File: src/hw/rtl/r14pd_delay.sv
// ============================================================================
// r14pd_delay
// Shift line that carries item context alongside a pipelined unit.
// ============================================================================
module r14pd_delay #(
   parameter int W = 8,
   parameter int D = 2
) (
   input  logic         clock,
   input  logic         reset,
   input  logic         en,
   input  logic [W-1:0] din,
   output logic [W-1:0] dout
);

   logic [W-1:0] dly_ff [0:D-1];

   always_ff @(posedge clock) begin
      if (reset) begin
         for (int i = 0; i < D; i++) dly_ff[i] <= '0;
      end else if (en) begin
         dly_ff[0] <= din;
         for (int i = 1; i < D; i++) dly_ff[i] <= dly_ff[i-1];
      end
   end

   assign dout = dly_ff[D-1];

endmodule

File: config.mk
export PLATFORM = sky130hd
export DESIGN_NAME = r14pd_delay
export DESIGN_NICKNAME = d
export VERILOG_FILES = /design/src/hw/rtl/r14pd_delay.sv
export SDC_FILE = /design/constraint.sdc
export NUM_CORES = 1
export LEC_CHECK = 0
export ABC_AREA = 1
export BUFFER_PORTS_ARGS = -buffer_cell sky130_fd_sc_hd__buf_2
export CORE_AREA = 3 3 42 44
export CTS_BUF_LIST = sky130_fd_sc_hd__clkbuf_4 sky130_fd_sc_hd__clkbuf_8
export CTS_CLUSTER_SIZE = 40
export DETAILED_ROUTE_END_ITERATION = 7
export DIE_AREA = 0 0 45 47
export HOLD_SLACK_MARGIN = 0.15
export PLACE_DENSITY = 0.75
export SETUP_SLACK_MARGIN = 0.15
export SLEW_MARGIN = 15
export SYNTH_ARGS = -nofsm -noshare
export SYNTH_HDL_FRONTEND = slang
export SYNTH_SLANG_ARGS = --single-unit
File: constraint.sdc
create_clock -name clock -period 1.1 [get_ports clock]
set_clock_uncertainty 0.05 [all_clocks]
set_input_delay 0.11 -clock clock [delete_from_list [all_inputs] [get_ports clock]]
set_output_delay 0.11 -clock clock [all_outputs]
set_load 0.1 [all_outputs]
==> key figures, run 1 <==
Global routing
  • Pin count of the biggest net entering global routing: 17
  • Initial antenna violation count: 0
  • Gr ovfl total: 0
  • Vias in the first global route: 385
  • Tot GR Track Use: 11.0%
  • First-pass GRT wire length: 1.57 mm

Timing
  • RSZ-0062 raised after global routing: yes
  • Post-layout min period: 1.04 ns
  • Max transition margin: 76.7%
  • TNS Setup: 0 ns
  • Max Clock Freq: 965 MHz
  • Period utilisation layout: 94.2%
  • Slew @ Worst Pin: 0.350 ns
  • Pins Over Slew Limit: 0
  • Final setup violation count: 0
  • Hold Vio Cnt, Final: 0

Setup path
  • Startpoint Class: flip-flop
  • Reg2Reg Capture Point: dly_ff[0][14]$_SDFFCE_PN0P_
  • CP endpoint kind: output port
  • CP Data Arrival Time: 0.88 ns
  • CP top delay family: flip-flops
  • Reg-to-reg slack, setup: 0.31 ns
  • Buffers & Inverters on Critical Path: 1
  • Worst Path Max Fanout: 1
  • Worst r2r src: dly_ff[0][6]$_SDFFCE_PN0P_
  • Register-to-Register Path Depth: 2
  • Slowest CP cell: edfxtp_1
  • Crit-path cells: buf_12
  • Max incr delay on CP: 0.42 ns
  • CP Data Required Time: 0.94 ns
  • Crit path depth: 1
  • Setup CP Type: flip-flop to output port

Place
  • GP Congestion: 0.629
  • Post-DP HPWL: 569 um
  • Port buffer count: 18

Min path
  • Worst Hold End: dly_ff[0][3]$_SDFFCE_PN0P_
  • Hold Startpoint: en
  • Worst Hold Depth: 3
  • Worst min-delay path category: primary input to flip-flop

Cells and area
  • Layout cells sized above 1: 41.3%
  • Reg with most FFs: dly_ff
  • Ant diodes: 0
  • Final Util: 66.9%
  • Layout area overhead: 36.2%
  • Fillers: 108
  • Largest regs: dly_ff (16)
  • Final net count: 93
  • Max reg flops: 16

Clock tree
  • Max Root-Sink Buffers: 2
  • CTS tree: built
  • Clk pin slew, worst setup/hold paths: 0.08 ns
  • Postcts setup bufs: 0
  • Clock Latency Late Sink: 0.27 ns
  • CTS Buf Count: 3
  • Post-cts resize count: 0
  • H-tree lvl count: 1
  • Clock sinks: 16
  • Root Driver: clkbuf_4

Logic synthesis
  • Post-synthesis sequential area ratio: 66.4%
  • Post-synth top area share: 66.4%
  • Largest area contributor in the netlist: edfxtp_1
  • Primary FF master, synth: edfxtp_1
  • Post-synth EDFFs: 16
  • Syn. warnings: 0
  • Syn_nets: 71
  • Post-synth ARST share: 0%
  • Area contributors post-synth: edfxtp_1 66%, inv_1 8.8%, buf_4 8.3%, nor2_2 7.8%, nor2_1 3.1%
  • Most common cell in the netlist: inv_1
  • Synth Area per Inst: 12.1 sq um
  • Top post-synthesis cells by count: 17 x inv_1, 16 x edfxtp_1, 9 x nor2_2
  • Post-Syn Area: 723 sq um
  • Flops & latches, synth: 16
  • Syn Inst Count: 60
  • Synth cell types: 9

Drt
  • Drt pass-1 iters: 2
  • Drt via density: 4.04
  • WL final: 979 um
  • Drt drc: 0
  • Detail Route Antenna Nets: 0
  • 1st-iter DRT viols: 4
  • WL/cell: 10.2 um
  • DR vias: 388

Job
  • Max Cap Viol: 0

Power and ir drop
  • Pleak: 0.445 nW
  • Pwr/cell area: 1340 nW/um^2
  • Maximum VDD drop: 0.000786 V

Floorplan
  • Initial Utilization: 49.1%
  • Core Region: 1470 sq um
  • Die width: 45 um
  • Die height: 47 um
  • Die Footprint: 2120 sq um
  • Site row count: 14
  • IO Count: 19

Outcome
  • Status: complete, no violations
cell families (layout without fill, tap and decap cells):
family        Yosys count  in the layout  synth area share [%]
buf+inv                26             46                  18.7
simple gates           18             18                  14.9
flops                  16             16                  66.4
metrics by stage:
| stage | power, mW | instances | hold WS (ns) | worst slack (ns) | area [sq um] |
|---|---|---|---|---|---|
| floorplan | 0.951 | 60 | 0.268 | 0.238 | 723 |
| global placement | 1.03 | 85 | 0.353 | 0.0750 | 882 |
| detailed placement | 1.03 | 85 | 0.363 | 0.0603 | 882 |
| CTS | 1.32 | 96 | 0.263 | 0.0560 | 985 |
| global route | 1.38 | 96 | 0.261 | 0.0103 | 985 |
| finish | 1.32 | 96 | 0.266 | 0.0635 | 985 |
how the worst max path moves through the flow:
stage	start	endpoint	slack (ns)
6_report	dly_ff[0][15]$_SDFFCE_PN0P_	dout[7]	0.06
5_1_grt	dly_ff[0][15]$_SDFFCE_PN0P_	dout[7]	0.01
4_1_cts	dly_ff[0][15]$_SDFFCE_PN0P_	dout[7]	0.06
3_5_place_dp	en	dly_ff[0][11]$_SDFFCE_PN0P_	0.06
3_3_place_gp	en	dly_ff[0][11]$_SDFFCE_PN0P_	0.08
2_1_floorplan	en	dly_ff[0][0]$_SDFFCE_PN0P_	0.24
final cells by class:
cell class                      count  area, sq um  area share [%]
Timing Repair Buffer               26          290            29.5
Multi-Input combinational cell     18          108            10.9
Clock buffer                        3         22.5            2.29
Sequential cell                    16          480            48.8
Inverter                           17         63.8            6.48
Tap cell                           16         20.0            2.03
cells in the final DEF, fill, tap and decap left out, drive strengths merged:
cell type / synthesis / layout
buf: 9 / 18
inv: 17 / 17
edfxtp: 16 / 16
nor2: 16 / 16
dlygate4sd3: 0 / 8
clkbuf: 0 / 3
nand2: 1 / 1
or2: 1 / 1
report_power, final:
part	switching (mW)	internal, mW
logic	0.191	0.113
registers	0.0212	0.718
clock network	0.150	0.126
total	0.362	0.957
what timing repair did:
item,CTS,global route
endpoints found under the hold margin,8,0
endpoints found under the setup margin,8,8
hold buffers,8,0
pin swaps,0,0
routing by layer:
metal | global-route usage [%] | wire length [um]
met5 | 0 | 0
met4 | 7.02 | 5
met3 | 2.68 | 60
met2 | 19.8 | 527
met1 | 11.6 | 385
(Power assumes the default switching activity.)
==> inputs of run 2 (changes only) <==
--- a/config.mk
+++ b/config.mk
@@ -13,6 +13,7 @@
 export DETAILED_ROUTE_END_ITERATION = 7
 export DIE_AREA = 0 0 45 47
 export HOLD_SLACK_MARGIN = 0.15
+export MAX_ROUTING_LAYER = met4
 export PLACE_DENSITY = 0.75
 export SETUP_SLACK_MARGIN = 0.15
 export SLEW_MARGIN = 15
==> run 2 against run 1 <==
Against the previous run:
- core utilization unchanged
- combinational power about the same
- die area unchanged
- setup slack about the same
- sequential power about the same
- count of clock-buffer cells in the layout unchanged
- fmax about the same
- worst hold slack about the same
- largest cell class unchanged
==> key figures, run 2 (synthesized netlist as in run 1, its figures left out) <==
Place
  • Post-DP HPWL: 569 um (unchanged)
  • Setup WS pre-CTS: 0.0603 ns (unchanged)
  • Area post-placement: 882 sq um (unchanged)
  • GP Congestion: 0.634 (+0.78%)
  • Port buffer count: 18 (unchanged)

Drt
  • DR vias: 386 (-0.52%)
  • Drt drc: 0 (unchanged)
  • WL/cell: 10.2 um (unchanged)
  • Drt via density: 4.02 (-0.52%)
  • Detail Route Antenna Nets: 0 (unchanged)
  • WL final: 979 um (unchanged)
  • Drt pass-1 iters: 2 (unchanged)
  • 1st-iter DRT viols: 4 (unchanged)

Outcome
  • Status: complete, no violations

Cells and area
  • Ant diodes: 0 (unchanged)
  • Most frequent cells in the layout: 17 x inv_1, 16 x edfxtp_1, 10 x buf_2
  • Reg with most FFs: dly_ff
  • Largest regs: dly_ff (16)
  • Layout area overhead: 36.2% (unchanged)
  • Final net count: 93 (unchanged)
  • Layout cells sized above 1: 41.3% (unchanged)
  • Most common cell after layout, fill and taps aside: inv_1
  • Max reg flops: 16 (unchanged)
  • Final Cell Area: 985 sq um (unchanged)

Timing
  • Max transition margin: 76.6% (about the same)
  • Post-layout min period: 1.04 ns (+0.0000405 ns)
  • Final setup violation count: 0 (unchanged)
  • Period utilisation layout: 94.2% (about the same)
  • TNS Setup: 0 ns (unchanged)
  • RSZ-0062 raised after global routing: yes
  • Pins Over Slew Limit: 0 (unchanged)
  • Max Clock Freq: 965 MHz (about the same)
  • Setup ws final: 0.0635 ns (-0.0000405 ns)
  • Slew @ Worst Pin: 0.350 ns (+0.0000162 ns)
  • Hold Vio Cnt, Final: 0 (unchanged)

Clock tree
  • CTS Buf Count: 3 (unchanged)
  • Post-cts resize count: 0 (unchanged)
  • Clock Latency Late Sink: 0.27 ns (about the same)
  • Max Root-Sink Buffers: 2 (unchanged)
  • H-tree lvl count: 1 (unchanged)
  • Clock sinks: 16 (unchanged)
  • Postcts setup bufs: 0 (unchanged)
  • Root Driver: clkbuf_4
  • CTS tree: built
  • Clk pin slew, worst setup/hold paths: 0.08 ns (about the same)

Setup path
  • CP Data Arrival Time: 0.88 ns (about the same)
  • Startpoint Class: flip-flop
  • Buffers & Inverters on Critical Path: 1 (unchanged)
  • Slowest CP cell: edfxtp_1
  • CP top delay family: flip-flops
  • Max incr delay on CP: 0.42 ns (about the same)
  • Crit-path cells: buf_12
  • Worst Path Max Fanout: 1 (unchanged)
  • CP endpoint kind: output port
  • CP Data Required Time: 0.94 ns (about the same)
  • Setup CP Type: flip-flop to output port

Floorplan
  • Die width: 45 um (unchanged)
  • Initial Utilization: 49.1% (unchanged)
  • Core Region: 1470 sq um (unchanged)
  • Die Footprint: 2120 sq um (unchanged)
  • IO Count: 19 (unchanged)
  • Die height: 47 um (unchanged)
  • Site row count: 14 (unchanged)

Power and ir drop
  • Pleak: 0.445 nW (unchanged)
  • Power Total: 1.32 mW (about the same)
  • Maximum VDD drop: 0.000786 V (about the same)
  • Pwr/cell area: 1340 nW/um^2 (about the same)

Global routing
  • Grt met3 use: 2.30% (-0.38 points)
  • GR Layer Usage met2: 19.8% (unchanged)
  • GR Util met1: 11.9% (+0.25 points)
  • Grt peak-use layer: met2
  • Initial antenna violation count: 0 (unchanged)
  • First-pass GRT wire length: 1.57 mm (unchanged)
  • Gr ovfl total: 0 (unchanged)
  • Pin count of the biggest net entering global routing: 17 (unchanged)
  • Vias in the first global route: 385 (unchanged)
  • Tot GR Track Use: 11.4% (+0.37 points)

Min path
  • Worst min-delay path category: primary input to flip-flop

Job
  • Max Cap Viol: 0 (unchanged)
## run 2: cell counts in the layout (fill, tap and decap cells not counted)
No cell type changed its count.
## run 2: timing repair
item	in CTS	in global routing
endpoints found under the hold margin	8	0
endpoints found under the setup margin	8	8
hold buffers	8	0
## run 2: routing by layer
metal / part of all wire (%) / wire length (um)
met5: 0 / 0
met4: 0.51 / 5
met3: 5.8 / 57
met2: 54 / 524
met1: 40 / 391
## run 2: path summary, 6_finish.rpt
kind / depth (start not counted) / endpoint / startpoint / slack [ns]
max: 1 / dout[7] / dly_ff[0][15]$_SDFFCE_PN0P_ / 0.06
min: 3 / dly_ff[0][3]$_SDFFCE_PN0P_ / en / 0.27
max reg2reg: 2 / dly_ff[0][14]$_SDFFCE_PN0P_ / dly_ff[0][6]$_SDFFCE_PN0P_ / 0.31
min reg2reg: 2 / dly_ff[0][15]$_SDFFCE_PN0P_ / dly_ff[0][7]$_SDFFCE_PN0P_ / 0.51
## run 2: worst min-delay path: cells and delay by family
| kind | cells | cell delay, ns |
|---|---|---|
| simple gates | 2 | 0.25 |
| buf+inv | 1 | 0.11 |
## run 2: cell type report
class                      instances  area, sq um
sequential                        16          480
fill                             108          487
timing repair buffer              26          290
tap                               16         20.0
inverter                          17         63.8
clock buffer                       3         22.5
multi-input combinational         18          108
## run 2: per-stage QoR
stage / utilization [%] / cells / hold slack [ns]
after CTS: 66.9 / 96 / 0.263
after global placement: 59.9 / 85 / 0.353
after global routing: 66.9 / 96 / 0.261
after floorplan: - / 60 / 0.268
final: 66.9 / 96 / 0.266
after detailed placement: 59.9 / 85 / 0.363
## run 2: report_power, final
part | internal (mW) | switching (mW)
combinational | 0.113 | 0.191
sequential | 0.718 | 0.0212
clock | 0.126 | 0.150
total | 0.957 | 0.362
